<file path="src/sv/assert_macros.svh">
// assertion macros for the rtl top level, which checks itself
// each macro expects clk and rst_n in scope of the module that uses it
`ifndef ASSERT_MACROS_SVH
`define ASSERT_MACROS_SVH

// condition must hold on every clock edge out of reset
`define CATS_ASSERT(lbl, cond, msg) \
  lbl: assert property (@(posedge clk) disable iff (!rst_n) (cond)) else $error(msg);

// antecedent implies consequent in the same cycle
`define CATS_ASSERT_IMP(lbl, ante, cons, msg) \
  lbl: assert property (@(posedge clk) disable iff (!rst_n) (ante) |-> (cons)) \
    else $error(msg);

`endif

</file>
<file path="src/sv/cats_pkg.sv">
// shared types, constants and the crc helper for the ca table section parser
// no dependencies
`timescale 1ns / 1ps

package cats_pkg;

  localparam int CNT_W = 6;
  localparam int IN_W  = 8;
  localparam int OUT_W = 24;

  localparam logic [7:0]  TID_CA     = 8'h01;
  localparam logic [7:0]  TAG_CA     = 8'h09;
  localparam logic [12:0] PID_NULL   = 13'h1fff;
  localparam logic [31:0] CRC_POLY   = 32'h04c11db7;

  typedef enum logic [3:0] {
    OC_UPDATED   = 4'd0,
    OC_DUPLICATE = 4'd1,
    OC_SHORT     = 4'd2,
    OC_SYNTAX    = 4'd3,
    OC_TABLE_ID  = 4'd4,
    OC_LENGTH    = 4'd5,
    OC_CRC       = 4'd6,
    OC_NOT_CUR   = 4'd7,
    OC_TOO_LONG  = 4'd8
  } outcome_t;

  typedef struct packed {
    outcome_t         outcome;
    logic             over;
    logic [CNT_W-1:0] cnt;
  } status_t;

  typedef struct packed {
    logic        kind;
    logic [12:0] pid;
    outcome_t    outcome;
    logic        over;
    logic        last;
  } out_item_t;

  // msb-first crc32 over one byte
  function automatic logic [31:0] crc32_byte(input logic [31:0] crc, input logic [7:0] b);
    logic [31:0] c;
    c = crc ^ {b, 24'h0};
    for (int i = 0; i < 8; i++) begin
      if (c[31]) begin
        c = {c[30:0], 1'b0} ^ CRC_POLY;
      end else begin
        c = {c[30:0], 1'b0};
      end
    end
    return c;
  endfunction

endpackage

</file>
<file path="src/sv/cats_ram.sv">
// generic single write port ram with registered read
// no dependencies
`timescale 1ns / 1ps

module cats_ram #(
  parameter int W     = 8,
  parameter int DEPTH = 16
) (
  input  logic                     clk,
  input  logic                     we,
  input  logic [$clog2(DEPTH)-1:0] waddr,
  input  logic [W-1:0]             wdata,
  input  logic [$clog2(DEPTH)-1:0] raddr,
  output logic [W-1:0]             rdata
);

  logic [W-1:0] mem [DEPTH];

  // write and registered read
  always_ff @(posedge clk) begin
    if (we) begin
      mem[waddr] <= wdata;
    end
    rdata <= mem[raddr];
  end

endmodule

</file>
<file path="src/sv/cats_queue.sv">
// queue between front and back: pid ram fifo and a small status fifo
// depends on cats_pkg and cats_ram
`timescale 1ns / 1ps

module cats_queue #(
  parameter int MAX_PIDS = 16
) (
  input  logic                        clk,
  input  logic                        rst_n,
  input  logic                        pid_push,
  input  logic [12:0]                 pid_data,
  input  logic                        pid_rd,
  input  logic                        pid_skip,
  input  logic [cats_pkg::CNT_W-1:0]  skip_cnt,
  output logic [12:0]                 pid_rdata,
  output logic                        pid_full,
  input  logic                        st_push,
  input  cats_pkg::status_t           st_wdata,
  input  logic                        st_pop,
  output cats_pkg::status_t           st_head,
  output logic                        st_empty,
  output logic                        st_full
);

  localparam int QAW = $clog2(2 * MAX_PIDS);

  logic [QAW:0]      wr_r, wr_nxt, rd_r, rd_nxt;
  logic [1:0]        swr_r, swr_nxt, srd_r, srd_nxt;
  cats_pkg::status_t st_mem [2];

  // pid storage, read at the head pointer every cycle
  cats_ram #(.W(13), .DEPTH(2 ** QAW)) u_pids (
    .clk  (clk),
    .we   (pid_push),
    .waddr(wr_r[QAW-1:0]),
    .wdata(pid_data),
    .raddr(rd_r[QAW-1:0]),
    .rdata(pid_rdata)
  );

  assign pid_full = (wr_r - rd_r) == (QAW + 1)'(2 ** QAW);
  assign st_empty = swr_r == srd_r;
  assign st_full  = (swr_r[1] != srd_r[1]) && (swr_r[0] == srd_r[0]);
  assign st_head  = st_mem[srd_r[0]];

  // pointer updates; a skip drops the pids of a rejected section
  always_comb begin
    wr_nxt  = pid_push ? wr_r + 1'b1 : wr_r;
    rd_nxt  = rd_r;
    if (pid_rd) rd_nxt = rd_r + 1'b1;
    else if (pid_skip) rd_nxt = rd_r + (QAW + 1)'(skip_cnt);
    swr_nxt = st_push ? swr_r + 1'b1 : swr_r;
    srd_nxt = st_pop ? srd_r + 1'b1 : srd_r;
  end

  // status entries
  always_ff @(posedge clk) begin
    if (st_push) begin
      st_mem[swr_r[0]] <= st_wdata;
    end
  end

  // pointers
  always_ff @(posedge clk) begin
    if (!rst_n) begin
      wr_r <= '0;  rd_r <= '0;  swr_r <= '0;  srd_r <= '0;
    end else begin
      wr_r <= wr_nxt;  rd_r <= rd_nxt;  swr_r <= swr_nxt;  srd_r <= srd_nxt;
    end
  end

endmodule

</file>
<file path="config.mk">
export PLATFORM = sky130hd
export DESIGN_NAME = cats_queue
export DESIGN_NICKNAME = d
export VERILOG_FILES = /design/src/sv/assert_macros.svh /design/src/sv/cats_pkg.sv /design/src/sv/cats_ram.sv /design/src/sv/cats_queue.sv
export SDC_FILE = /design/constraint.sdc
export NUM_CORES = 1
export LEC_CHECK = 0
export BUFFER_PORTS_ARGS = -buffer_cell sky130_fd_sc_hd__buf_2
export CORE_MARGIN = 2
export CORE_UTILIZATION = 25
export DETAILED_ROUTE_END_ITERATION = 10
export PLACE_DENSITY = 0.43
export SLEW_MARGIN = 20
export SYNTH_ARGS = -nofsm -noshare
export SYNTH_HDL_FRONTEND = slang
export SYNTH_HIERARCHICAL = 1
export SYNTH_SLANG_ARGS = --single-unit
</file>
<file path="constraint.sdc">
create_clock -name clk -period 2.29 [get_ports clk]
set_clock_uncertainty 0.15 [all_clocks]
set_input_delay 0.229 -clock clk [delete_from_list [all_inputs] [get_ports clk]]
set_output_delay 0.229 -clock clk [all_outputs]
set_load 0.01 [all_outputs]
</file>
; ---- Word level (Yosys, flattened, before mapping)
; Memories as Yosys holds them, arrays and structs flattened. A register that Yosys moved wholly into a read port is not among the register bits.
; Index checks and enable logic that the tools add are counted.
[word_totals]
input_bits = 37
register_bits = 16
ramBits = 438
output_inout_bits = 27
wordCells = 26
n_memories = 2
[classes]
eq_ne = 4
reduce_logical = 2
muxes = 8
addsub = 6
[memory_table]
columns = name, depth, width, rd, rd_clocked_by_memory_dff, write_ports, line
row1 = u_pids.mem, 32, 13, 1, 1, 1, cats_ram.sv:17  ; logic [W-1:0] mem [DEPTH];
row2 = st_mem, 2, 11, 1, 1, 1, cats_queue.sv:29  ; cats_pkg::status_t st_mem [2];
[op_table]
columns = op, count
row1 = $add A6 B1 Y6 const B, 2
row2 = $mux W6, 2
row3 = $add A6 B6 Y6, 1
row4 = $eq A6 B6 Y1 const B, 1
row5 = $mux W1, 6
row6 = $sub A6 B6 Y6, 1
row7 = $add A2 B1 Y2 const B, 2
row8 = $eq A2 B2 Y1, 1
row9 = $reduce_bool A2 Y1, 1
row10 = $eq A1 B1 Y1, 1
row11 = $logic_and A1 B1 Y1, 1
row12 = $ne A1 B1 Y1, 1

; ---- Logic depth before layout (Yosys ltp)
[logic_depth]
ltp_word = 3
depth_mapped = 8
mapped_depth_nobuf = 7

; ---- Modules after synthesis
; The synthesis kept the hierarchy.
[modules_own_cells]
columns = module, instances, cells_per_inst, area_per_inst_um2, seq_area_each_um2
row1 = cats_ram, 1, 936, 16728.5, 12752.2
row2 = cats_queue, 1, 156, 1824.2, 1001.0

; ---- Least setup slack after synthesis
; OpenSTA, ideal clock, no wires.
[synth_path]
kind = flip-flop to flip-flop
start = reg wr_r[1]
end = mem u_pids.mem[28][0] (enable)
path_buffers = 1
arrival_ns = 1.593
synth_period_minus_slack_ns = 2.126
slack_ns = 0.164
setup_time_ns = 0.382
stages_incl_launch_ff = 4
path_cell_list = dfxtp_1 or3b_2 clkbuf_1 nor2_1
[synth_lines]
columns = element, line
row1 = "start, declared", cats_queue.sv:27  ; logic [QAW:0] wr_r, wr_nxt, rd_r, rd_nxt;
row2 = "start signal, assigned", cats_queue.sv:68  ; wr_r <= wr_nxt; rd_r <= rd_nxt; swr_r <= swr_nxt; srd_r <= srd_nxt;
row3 = "end, declared", cats_ram.sv:17
; No word-level cell before the write port.

; ---- Final worst setup path
[layout_path]
start = reg rd_r[4]
end = out pid_full
[layout_between]
elab_chain_cells = 2
[layout_lines]
columns = element, line
row1 = "start, declared", cats_queue.sv:27
row2 = "start signal, assigned", cats_queue.sv:68
row3 = $sub A6 B6 Y6, cats_queue.sv:41  ; assign pid_full = (wr_r - rd_r) == (QAW + 1)'(2 ** QAW);
row4 = $eq A6 B6 Y1, cats_queue.sv:41
row5 = "end, declared", cats_queue.sv:16  ; output logic pid_full,
; Every way passes these cells.

==> results.py <==
metrics = {
    "cts": {
        "cts.clk_slew.worst_paths_ps": 60,
        "cts_root_buffer": "clkbuf_16",
        "clk_path_buf_depth": 3,
        "cts_tree": "built",
        "insertion_delay_ps": 580,
        "cts-buffers-inserted": 51,
        "htreeDepth": 2,
        "cts.sink_count": 468,
    },
    "synthesis": {
        "seq_area_frac_synth_pct": 74.1,
        "synth_area_leaders": "edfxtp_1, mux2i_1, dfxtp_1",
        "syn_inst": 1092,
        "ys_types": 39,
        "syn-num-nets": 1141,
        "yosysTopAreaCell": "edfxtp_1",
        "synth_top_area_share_pct": 70.9,
        "synth-seq-cells": 468,
        "synth_area_um2": 18600,
        "syn_avg_cell_area_um2": 17.0,
        "ys_warn_count": 6,
    },
    "sta": {
        "max_freq_mhz": 450,
        "hold_violations": 0,
        "rsz0062_at_grt": "true",
        "finalCriticalPeriod_ps": 2220,
        "tightest_slew_ps": 801,
        "setup_slack_ps": 66.8,
        "maxSlewViolCount": 0,
        "setup-violations-final": 0,
        "maxSlewHeadroom_pct": 46.6,
        "fin_crit_sh_pct": 97.1,
        "tns_ps": 0,
    },
    "final_layout": {
        "utilization_pct": 30.9,
        "drive_above_1_share_pct": 20.6,
        "syn_to_final_growth_pct": 22.1,
        "finalNetCount": 1322,
        "final_cell_mix": "edfxtp_1, mux2i_1, buf_4, buf_2, a22oi_1",
        "final_common_cell": "edfxtp_1",
    },
    "grt": {
        "grt_overflow": 0,
        "grt_pass1_wl_um": 69700,
        "first_global_vias": 10200,
        "grt_max_degree": 33,
        "antenna_found_initial": 1,
        "grt_use_total_pct": 12.3,
    },
    "routing": {
        "finalWirelength_um": 47500,
        "first_pass_iters": 5,
        "drt_iter0_markers": 554,
        "via_per_inst": 4.38,
        "wl_per_cell_um": 20.9,
        "drc": 0,
        "drtAntennaViolNets": 0,
        "vias": 9969,
    },
    "run": {
        "drv_cap": 0,
    },
    "die": {
        "initial_core_util_pct": 25.3,
        "rows": 99,
        "die_x_um": 276,
        "io_pins": 64,
        "core-area_um2": 73200,
        "fp.dieH_um": 276,
        "dieArea_um2": 76400,
    },
    "critical_path": {
        "critPathLaunchType": "flip-flop",
        "end_kind": "output pin",
        "critPathMaxFanout": 5,
        "crit_type": "reg2out",
        "arrival_ps": 1840,
        "worstPathRequired_ps": 1910,
    },
    "pwr": {
        "leakage_nw": 7.54,
        "pwr-share-comb_pct": 13.0,
        "power_density_nw_per_um2": 884,
        "p_clk_share_pct": 38.7,
        "p_sw_w": 0.00490,
        "p_seq_share_pct": 48.3,
        "ir_drop_mv": 0.550,
        "switching_share_pct": 24.5,
        "intPower_w": 0.0151,
    },
    "placement": {
        "hpwl_um": 28800,
        "io_buffers": 63,
        "place.gp.congestion": 0.739,
        "place_ws_ps": 100,
    },
    "outcome": {
        "status": "completed",
    },
    "min_path": {
        "hp-class": "in2reg",
    },
}
-- metrics by stage --
stage                     hold slack, ps  total power (W)  area [um2]  cells
final                               33.3           0.0200       22700   2274
after floorplan                      178           0.0112       18600   1092
after detailed placement             270           0.0124       20800   2153
after CTS                           8.75           0.0203       22600   2271
after global routing                60.4           0.0208       22700   2272
after global placement               269           0.0124       20800   2153
-- routing by layer --
layer  vias up  part of all wire [%]  track usage, %
met5         -                 0.027               0
met4         2                   1.5            2.82
met3        45                   3.5            2.18
met2       176                    48            20.4
met1      5092                    47            16.8
li1       4654                     -               -
-- registers in the layout (all words and copies together) (netlist names), named ones only --
signal and cells:
rd_r 6, srd_r 2, st_mem 22, swr_r 2, u_pids/mem 416, u_pids/rdata 13, wr_r 6
-- kinds of logic after synthesis --
family | synth area share, %
flip-flops | 74.1
multiplexers | 12.1
AND/OR/NAND/NOR | 4.58
AO/OA/AOI/OAI | 5.04
buffers and inverters | 2.64
XOR/XNOR | 0.708
adder cells (fa/ha/maj) | 0.850
-- cell usage after synthesis --
master / instances
edfxtp_1: 438
mux2i_1: 211
a22oi_1: 52
nor2_1: 50
a21oi_1: 35
nand2_1: 35
nand3_1: 31
dfxtp_1: 30
a22o_1: 26
buf_2: 21
nand4_1: 16
a31oi_1: 14
nor3_1: 13
buf_6: 11
ha_1: 11
mux2_2: 11
clkbuf_1: 10
inv_1: 8
xor2_1: 8
nor2b_1: 7
xnor2_1: 7
buf_8: 6
o21ai_0: 6
nand3b_1: 5
buf_12: 4
nand2b_1: 4
or3_1: 3
or3b_2: 3
and2_1: 2
and2b_1: 2
buf_4: 2
o21ai_1: 2
or2_2: 2
a211oi_1: 1
a21o_1: 1
clkbuf_4: 1
fa_1: 1
nand4_2: 1
nor2_2: 1
-- critical path, stage by stage, from the launching register on --
cell and delay, ps:
dfxtp_4 360, inv_4 30, ha_4 250, nor2_4 110, xnor2_1 110, nand4_1 130, a21oi_2 130, buf_2 150
-- area by class of cell --
type                       count  area (um2)
clock buffer                  73        1410
timing repair buffer         183        1690
inverter                       8        32.5
multi-input combinational    561        4370
fill                        7154       50500
clock inverter                20         161
sequential                   468       13800
tap                          959        1200
antenna                        2        5.00
-- what timing repair did --
| item | in CTS | in global routing |
|---|---|---|
| cloned | 0 | 0 |
| hold buffers | 19 | 0 |
| endpoints found under the hold margin | 38 | 0 |
| pin swaps | 2 | 5 |
| setup buffers | 7 | 1 |
| resized for setup | 21 | 8 |
| endpoints found under the setup margin | 1 | 1 |
-- power by group through the flow --
stage / Combinational, W / Sequential [W] / Clock (W)
final: 0.00260 / 0.00967 / 0.00775
after global routing: 0.00279 / 0.00969 / 0.00832
after CTS: 0.00266 / 0.00968 / 0.00801
after detailed placement: 0.00257 / 0.00988 / 0
after global placement: 0.00256 / 0.00988 / 0
after floorplan: 0.00130 / 0.00986 / 0
-- final timing paths --
path                             startpoint                to  slack (ps)  cells after the start
worst max-delay path                rd_r[4]          pid_full          70                      7
worst max register to register      rd_r[1]  u_pids/rdata[10]         100                      8
worst min-delay path            skip_cnt[0]           rd_r[0]          30                      5
worst min register to register      rd_r[5]           rd_r[5]         330                      2
Note: power is estimated with default switching activity, not from simulation.
