## config.mk

```make
export PLATFORM = sky130hd
export DESIGN_NAME = cats_back
export DESIGN_NICKNAME = d
export VERILOG_FILES = /design/src/sv/assert_macros.svh /design/src/sv/cats_pkg.sv /design/src/sv/cats_back.sv
export SDC_FILE = /design/constraint.sdc
export NUM_CORES = 1
export LEC_CHECK = 0
export BUFFER_PORTS_ARGS = -buffer_cell sky130_fd_sc_hd__clkbuf_2
export CORE_MARGIN = 5
export CORE_UTILIZATION = 48
export DETAILED_ROUTE_END_ITERATION = 6
export PLACE_DENSITY = 0.75
export SYNTH_ARGS = -nofsm -noshare
export SYNTH_HDL_FRONTEND = slang
export SYNTH_SLANG_ARGS = --single-unit
```

## constraint.sdc

```tcl
create_clock -name clk -period 1.6 [get_ports clk]
set_input_delay 0.24 -clock clk [delete_from_list [all_inputs] [get_ports clk]]
set_output_delay 0.24 -clock clk [all_outputs]
set_load 0.005 [all_outputs]
```

## src/sv/assert_macros.svh

```systemverilog
// assertion macros for the rtl top level, which checks itself
// each macro expects clk and rst_n in scope of the module that uses it
`ifndef ASSERT_MACROS_SVH
`define ASSERT_MACROS_SVH

// condition must hold on every clock edge out of reset
`define CATS_ASSERT(lbl, cond, msg) \
  lbl: assert property (@(posedge clk) disable iff (!rst_n) (cond)) else $error(msg);

// antecedent implies consequent in the same cycle
`define CATS_ASSERT_IMP(lbl, ante, cons, msg) \
  lbl: assert property (@(posedge clk) disable iff (!rst_n) (ante) |-> (cons)) \
    else $error(msg);

`endif

```

## src/sv/cats_pkg.sv

```systemverilog
// shared types, constants and the crc helper for the ca table section parser
// no dependencies
`timescale 1ns / 1ps

package cats_pkg;

  localparam int CNT_W = 6;
  localparam int IN_W  = 8;
  localparam int OUT_W = 24;

  localparam logic [7:0]  TID_CA     = 8'h01;
  localparam logic [7:0]  TAG_CA     = 8'h09;
  localparam logic [12:0] PID_NULL   = 13'h1fff;
  localparam logic [31:0] CRC_POLY   = 32'h04c11db7;

  typedef enum logic [3:0] {
    OC_UPDATED   = 4'd0,
    OC_DUPLICATE = 4'd1,
    OC_SHORT     = 4'd2,
    OC_SYNTAX    = 4'd3,
    OC_TABLE_ID  = 4'd4,
    OC_LENGTH    = 4'd5,
    OC_CRC       = 4'd6,
    OC_NOT_CUR   = 4'd7,
    OC_TOO_LONG  = 4'd8
  } outcome_t;

  typedef struct packed {
    outcome_t         outcome;
    logic             over;
    logic [CNT_W-1:0] cnt;
  } status_t;

  typedef struct packed {
    logic        kind;
    logic [12:0] pid;
    outcome_t    outcome;
    logic        over;
    logic        last;
  } out_item_t;

  // msb-first crc32 over one byte
  function automatic logic [31:0] crc32_byte(input logic [31:0] crc, input logic [7:0] b);
    logic [31:0] c;
    c = crc ^ {b, 24'h0};
    for (int i = 0; i < 8; i++) begin
      if (c[31]) begin
        c = {c[30:0], 1'b0} ^ CRC_POLY;
      end else begin
        c = {c[30:0], 1'b0};
      end
    end
    return c;
  endfunction

endpackage

```

## src/sv/cats_back.sv

```systemverilog
// back part: turns queued status and pids into result items
// depends on cats_pkg
`timescale 1ns / 1ps

module cats_back (
  input  logic                       clk,
  input  logic                       rst_n,
  input  cats_pkg::status_t          st_head,
  input  logic                       st_empty,
  output logic                       st_pop,
  output logic                       pid_rd,
  output logic                       pid_skip,
  output logic [cats_pkg::CNT_W-1:0] skip_cnt,
  input  logic [12:0]                pid_rdata,
  output logic                       out_valid,
  input  logic                       out_ready,
  output cats_pkg::out_item_t        out_item
);

  logic [cats_pkg::CNT_W-1:0] idx_r, idx_nxt;
  logic                       s1_v_r, s1_v_nxt;
  cats_pkg::out_item_t        s1_r, s1_nxt, push_item;
  cats_pkg::out_item_t        oq_r [2];
  logic [1:0]                 oc_r, oc_nxt;
  logic                       owr_r, owr_nxt, ord_r, ord_nxt;
  logic                       pop, issue, pid_mode;

  assign out_valid = oc_r != 2'd0;
  assign out_item  = oq_r[ord_r];
  assign pop       = out_valid && out_ready;
  assign pid_mode  = st_head.outcome == cats_pkg::OC_UPDATED && idx_r < st_head.cnt;
  assign issue     = !st_empty && ({1'b0, oc_r} + {2'b0, s1_v_r} < 3'd2 + {2'b0, pop});
  assign pid_rd    = issue && pid_mode;
  assign st_pop    = issue && !pid_mode;
  assign pid_skip  = st_pop && st_head.outcome != cats_pkg::OC_UPDATED;
  assign skip_cnt  = st_head.cnt;

  // issue stage: pick the next pid or the status item
  always_comb begin
    idx_nxt  = idx_r;
    s1_v_nxt = issue;
    s1_nxt   = s1_r;
    if (pid_rd) begin
      idx_nxt        = idx_r + 1'b1;
      s1_nxt.kind    = 1'b0;
      s1_nxt.pid     = '0;
      s1_nxt.outcome = cats_pkg::OC_UPDATED;
      s1_nxt.over    = st_head.over;
      s1_nxt.last    = 1'b0;
    end else if (st_pop) begin
      idx_nxt        = '0;
      s1_nxt.kind    = 1'b1;
      s1_nxt.pid     = '0;
      s1_nxt.outcome = st_head.outcome;
      s1_nxt.over    = st_head.outcome == cats_pkg::OC_UPDATED && st_head.over;
      s1_nxt.last    = 1'b1;
    end
    push_item     = s1_r;
    push_item.pid = s1_r.kind ? 13'd0 : pid_rdata;
    owr_nxt = s1_v_r ? ~owr_r : owr_r;
    ord_nxt = pop ? ~ord_r : ord_r;
    oc_nxt  = oc_r + {1'b0, s1_v_r} - {1'b0, pop};
  end

  // output queue entries
  always_ff @(posedge clk) begin
    if (s1_v_r) begin
      oq_r[owr_r] <= push_item;
    end
    s1_r <= s1_nxt;
  end

  // control state
  always_ff @(posedge clk) begin
    if (!rst_n) begin
      idx_r <= '0;  s1_v_r <= 1'b0;  oc_r <= '0;  owr_r <= 1'b0;  ord_r <= 1'b0;
    end else begin
      idx_r <= idx_nxt;  s1_v_r <= s1_v_nxt;  oc_r <= oc_nxt;
      owr_r <= owr_nxt;  ord_r <= ord_nxt;
    end
  end

endmodule

```

; ---- Word level (Yosys, flattened, before mapping)
; Memory sizes are Yosys's and may differ from the RTL's. A register that Yosys moved wholly into a read port is not among the register bits.
; Cells that the tools add are included.
[word_totals]
n_memories = 1
ff_bits = 17
input_bits = 28
ram_bits = 40
[classes]
muxes = 9
n_bitwise = 2
n_lt_le_gt_ge = 2
reduce_logical = 13
add_sub_neg = 5
[mem_list]
columns = name, words, word_bits, rd, rd_ports_with_merged_regs, wr, line_no
row1 = oq_r, 2, 20, 1, 1, 1, cats_back.sv:23  ; cats_pkg::out_item_t oq_r [2];
[op_table]
columns = op, count
row1 = 2-to-1 mux 13 bit, 1
row2 = 2-to-1 mux 6 bit, 2
row3 = logical AND 1 bit, 7
row4 = "adder 6 x 1 -> 6 bit, second input constant", 1
row5 = less-than comparator 6 bit, 1
row6 = zero test 4 bit, 1
row7 = 2-to-1 mux 1 bit, 4
row8 = 2-to-1 mux 2 bit, 2
row9 = nonzero test 2 bit, 2
row10 = nonzero test 4 bit, 1
row11 = adder 2 x 1 -> 3 bit, 1
row12 = "adder 2 x 1 -> 3 bit, first input constant", 1
row13 = less-than comparator 3 bit, 1
row14 = adder 2 x 1 -> 2 bit, 1
row15 = zero test 1 bit, 2
row16 = inverter 1 bit, 2
row17 = subtractor 2 x 1 -> 2 bit, 1

; ---- Longest topological paths before layout
[depth]
word_depth = 8
depth_mapped = 8
depth_no_buf = 7

; ---- Worst setup path after synthesis
; Ideal clock, no wire load.
[synth_path]
path_kind = reg2reg
startpoint = reg s1_v_r
endpoint = mem oq_r[0][0] (netlist name) (enable)
stages_incl_launch_ff = 2
path_buffers = 0
arrival_time_ps = 1308
slack_ps = -106
path_cell_list = dfxtp_1 > nor2b_1
[synth_via]
elab_chain_len = 2
[synth_lines]
columns = item, line_no
row1 = "start, declared", cats_back.sv:21  ; logic s1_v_r, s1_v_nxt;
row2 = "start signal, assigned", cats_back.sv:78  ; idx_r <= idx_nxt; s1_v_r <= s1_v_nxt; oc_r <= oc_nxt;
row3 = 2-to-1 mux 1 bit, cats_back.sv:67  ; if (s1_v_r) begin
row4 = 2-to-1 mux 1 bit (implied by the code), cats_back.sv:68  ; oq_r[owr_r] <= push_item;
row5 = "end, declared", cats_back.sv:23
; No other way between the ends.

; ---- Worst setup path in the final report
[layout_path]
startpoint = reg oc_r[0]
endpoint = out st_pop
[layout_via]
elab_chain_len = 6
[layout_lines]
columns = item, line_no
row1 = "start, declared", cats_back.sv:24  ; logic [1:0] oc_r, oc_nxt;
row2 = "start signal, assigned", cats_back.sv:78
row3 = nonzero test 2 bit, cats_back.sv:28  ; assign out_valid = oc_r != 2'd0;
row4 = logical AND 1 bit, cats_back.sv:30  ; assign pop = out_valid && out_ready;
row5 = named net pop, cats_back.sv:26  ; logic pop, issue, pid_mode;
row6 = adder 2 x 1 -> 3 bit, cats_back.sv:32  ; assign issue = !st_empty && ({1'b0, oc_r} + {2'b0, s1_v_r} < 3'd2 + {2'b0, pop});
row7 = less-than comparator 3 bit, cats_back.sv:32
row8 = logical AND 1 bit, cats_back.sv:32
row9 = logical AND 1 bit, cats_back.sv:34  ; assign st_pop = issue && !pid_mode;
row10 = "end, declared", cats_back.sv:10  ; output logic st_pop,
; The timed path passes the listed nets, and every way through them passes these cells.

==> impl_metrics.py <==
metrics = {
    "global_routing": {
        "via_count_of_the_first_global_routing_pass": 1726,
        "grt_first_pass_wirelength_mm": 7.92,
        "grt_overall_usage_pct": 14.1,
        "grt_start_max_net_pins": 21,
        "gr-total-overflow": 0,
        "antenna_violations_before_repair": 0,
    },
    "power": {
        "power.density_mw_per_mm2": 1280,
        "max-vdd-ir-drop_mv": 0.721,
        "p_leak_nw": 1.33,
    },
    "worst_setup_path": {
        "r2r_slack_ns": -0.10,
        "reg2reg_from": "oc_r[0]",
        "worst_r2r_endpoint": "idx_r[5]",
        "worstSetupEndpointType": "primary output",
        "timing.critical_path.from": "oc_r[0]",
        "worst_ep_required_time_ns": 1.36,
        "worst_setup_path_start_kind": "flop",
        "worstSetupEndpoint": "st_pop",
        "critical_path_peak_fanout": 2,
        "r2r.worst_path.cells": 9,
        "criticalPathCategory": "flop to primary output",
        "arrival_ns": 1.59,
    },
    "synthesis": {
        "synth_cell_type_count": 38,
        "synthArstFlopShare_pct": 0,
        "synth-compound-area-share_pct": 7.21,
        "synthTopCellsByArea": "sky130_fd_sc_hd__edfxtp_1 46%, sky130_fd_sc_hd__dfxtp_1 13%, sky130_fd_sc_hd__mux2_2 8.4%",
        "yosys.area.top_type": "sky130_fd_sc_hd__edfxtp_1",
        "yosys_most_used_dff": "sky130_fd_sc_hd__edfxtp_1",
        "synthesis.nets": 231,
        "synth_xor_area_share_pct": 1.03,
        "yosys_warnings": 0,
        "postSynthAreaPerCell_um2": 13.2,
        "post_synth_and_or_nand_nor_area_fraction_pct": 13.9,
        "synthesis.instances": 193,
        "syn-cell-area_mm2": 0.00255,
        "synth_top_family_by_area": "simple AND/OR/NAND/NOR gates",
        "synth_sequential_area_ratio_pct": 59.2,
        "ys_seq_elements": 56,
        "synth_enable_flop_cells": 39,
        "post_synth_adder_cell_area_pct": 4.90,
        "share_of_yosys_cell_area_claimed_by_the_top_area_cell_type_pct": 45.9,
        "yosys-mux-area-fraction_pct": 8.97,
    },
    "clock_network": {
        "cts.sinks": 56,
        "h-tree-depth": 2,
        "clkSlewWorstSetupHoldPaths_ns": 0.09,
        "clk_path_buf_depth": 2,
        "number_of_buffers_added_by_the_clock_tree_synthesis_step": 5,
        "cts.hold.buffers_added": 0,
        "cts_tree": "yes",
        "insertion_delay_ns": 0.30,
        "cts.root.buffer_cell": "sky130_fd_sc_hd__clkbuf_8",
    },
    "job": {
        "max-cap-violations": 0,
    },
    "timing": {
        "setup_repair_after_global_routing_missed_its_margin": "yes",
        "timing_worst_slew_pin_value_ns": 0.342,
        "slew_violations": 0,
        "layout_worst_path_cycle_share_pct": 114,
        "final.setup.worst_slack_ns": -0.226,
        "timing.fmax_mhz": 548,
        "slew_headroom_pct": 77.2,
        "finalHoldViolCount": 0,
        "setup_violations": 10,
        "timing.final.crit_period_ns": 1.83,
        "clock_tree_skew_after_final_layout_ns": 0.00341,
    },
    "cells_and_area": {
        "final_net_count": 309,
        "drive_gt1_share_pct": 52.2,
        "multi_input_area_mm2": 0.00103,
        "final_standard_cell_utilization_of_the_core_pct": 64.4,
        "antenna_cells_inserted": 0,
        "area_growth_pct": 29.8,
        "n_fill_cell": 423,
        "area.sequential_mm2": 0.00152,
        "final_cell_area_mm2": 0.00331,
    },
    "placement": {
        "place_area_mm2": 0.00302,
        "routabilityCongestion": 0.837,
        "place.port_buffers": 57,
        "dp_hpwl_mm": 3.24,
    },
    "worst_hold_path": {
        "min-delay-path-class": "input pin to flop",
    },
    "floorplanning": {
        "die-width_um": 82.9,
        "area_inside_the_core_boundary_mm2": 0.00514,
        "rows": 26,
        "io-pin-count": 58,
        "die_footprint_mm2": 0.00687,
        "chipHeight_um": 82.9,
        "start_util_pct": 49.6,
    },
    "outcome": {
        "status": "complete, but fails checks",
        "failed_checks": "setup timing",
    },
    "detailed_routing": {
        "mean_routed_wirelength_per_cell_um": 14.0,
        "route.final.wire_length_mm": 4.77,
        "post_drt_via_cell_ratio": 4.99,
        "vias": 1707,
        "first_pass_iters": 4,
        "post-route-drc-count": 0,
        "route.antenna.remaining_nets": 0,
        "drt-initial-drc-count": 51,
    },
}
worst min-delay path by stage:
stage                  from           end  depth (start not counted)
6_report         st_head[9]  push_item[4]                          3
5_1_grt          st_head[9]  push_item[4]                          3
4_1_cts          st_head[9]  push_item[4]                          3
3_5_place_dp   push_item[1]    oq_r[0][1]                          0
3_3_place_gp   push_item[1]    oq_r[0][1]                          0
2_1_floorplan    st_head[7]  push_item[2]                          2
placed cells by master, fill, tap and decap left out, types with 2 or more instances in the layout:
master                      instances
sky130_fd_sc_hd__clkbuf_2          57
sky130_fd_sc_hd__edfxtp_1          39
sky130_fd_sc_hd__buf_4             25
sky130_fd_sc_hd__mux2_2            19
sky130_fd_sc_hd__nand2_1           15
sky130_fd_sc_hd__nor2b_1           15
sky130_fd_sc_hd__dfxtp_1           11
sky130_fd_sc_hd__nand3_1            8
sky130_fd_sc_hd__and2_1             7
sky130_fd_sc_hd__inv_1              7
sky130_fd_sc_hd__dfxtp_2            6
sky130_fd_sc_hd__ha_4               5
sky130_fd_sc_hd__clkbuf_8           5
sky130_fd_sc_hd__o211ai_1           4
sky130_fd_sc_hd__ha_1               4
sky130_fd_sc_hd__a21oi_2            3
sky130_fd_sc_hd__and3_1             3
sky130_fd_sc_hd__o21a_1             2
sky130_fd_sc_hd__nand2b_1           2
sky130_fd_sc_hd__nor3b_1            2
sky130_fd_sc_hd__o2111ai_1          2
sky130_fd_sc_hd__o2111ai_2          2
sky130_fd_sc_hd__nand4b_1           2
sky130_fd_sc_hd__xnor2_1            2
routing by layer:
metal | vias up | wire (um) | global-route usage [%]
met5 | - | 0 | 0
li1 | 853 | - | -
met4 | 0 | 69 | 4.16
met1 | 809 | 1930 | 16.6
met2 | 37 | 2540 | 25.0
met3 | 8 | 229 | 3.86
power by group:
part	total [mW]	internal, mW	switching (mW)	leakage (nW)
combinational	1.41	0.777	0.635	0.773
sequential	1.95	1.82	0.126	0.506
clock	0.888	0.463	0.425	0.0541
cell usage after synthesis (2+ instances only):
cell type	n
sky130_fd_sc_hd__nor2b_1	16
sky130_fd_sc_hd__and2_1	7
sky130_fd_sc_hd__nor3_1	2
sky130_fd_sc_hd__nand4b_1	2
sky130_fd_sc_hd__buf_4	7
sky130_fd_sc_hd__nand3_1	8
sky130_fd_sc_hd__o211ai_1	4
sky130_fd_sc_hd__edfxtp_1	39
sky130_fd_sc_hd__ha_1	10
sky130_fd_sc_hd__inv_1	7
sky130_fd_sc_hd__dfxtp_1	17
sky130_fd_sc_hd__nor2_1	2
sky130_fd_sc_hd__nand2_1	15
sky130_fd_sc_hd__clkbuf_1	3
sky130_fd_sc_hd__nor3b_1	2
sky130_fd_sc_hd__and3_1	3
sky130_fd_sc_hd__nand2b_1	2
sky130_fd_sc_hd__o21a_1	2
sky130_fd_sc_hd__a21oi_1	2
sky130_fd_sc_hd__xnor2_1	2
sky130_fd_sc_hd__mux2_2	19
sky130_fd_sc_hd__o2111ai_1	4
sky130_fd_sc_hd__buf_2	3
repair_timing:
| action | in CTS | in global routing |
|---|---|---|
| setup endpoints to repair | 8 | 24 |
| gates resized for setup | 18 | 5 |
| setup buffers | 8 | 0 |
| hold endpoints to repair | 0 | 0 |
| pin swaps | 11 | 3 |
| gates cloned | 0 | 1 |
stage by stage:
stage | std cells | hold WS (ns) | power, mW | TNS, ns | setup WS, ns
final | 342 | 0.181 | 4.25 | -0.978 | -0.226
after global routing | 342 | 0.182 | 4.53 | -2.07 | -0.310
after CTS | 341 | 0.173 | 4.20 | -1.01 | -0.255
after detailed placement | 327 | 0.445 | 3.19 | -0.0996 | -0.0496
after global placement | 327 | 0.423 | 3.15 | -0.0626 | -0.0626
after floorplan | 193 | 0.339 | 2.69 | 0 | 0.0125
worst max-delay path, stage by stage, from the launching register on:
cell and delay [ns]:
sky130_fd_sc_hd__dfxtp_2 0.35, sky130_fd_sc_hd__buf_4 0.14, sky130_fd_sc_hd__o21a_1 0.18, sky130_fd_sc_hd__buf_4 0.15, sky130_fd_sc_hd__a21oi_2 0.16, sky130_fd_sc_hd__inv_2 0.07
sky130_fd_sc_hd__and2_1 0.13, sky130_fd_sc_hd__clkbuf_2 0.11
logic make-up after synthesis:
group                      after synthesis
xor gates and xnor gates                 3
buffers and inverters                   22
and+or+nand+nor                         62
muxes                                   20
adders and majority gates               10
AOI/OAI and AO/OA                       20
DFF                                     56
flip-flops by register name, indices dropped and copies added (netlist names), named ones only:
signal / flops
push_item: 6
ord_r: 1
idx_r: 6
oq_r: 38
oc_r: 2
s1_v_r: 1
owr_r: 1
cell type report:
| type | instances | share of cell area, % |
|---|---|---|
| timing repair buffer | 85 | 16.0 |
| sequential | 56 | 45.9 |
| inverter | 8 | 0.907 |
| clock buffer | 5 | 2.08 |
| clock inverter | 3 | 1.28 |
| multi-input combinational | 115 | 31.2 |
| tap | 70 | 2.65 |
No activity file was read; power rests on OpenSTA's default activity.
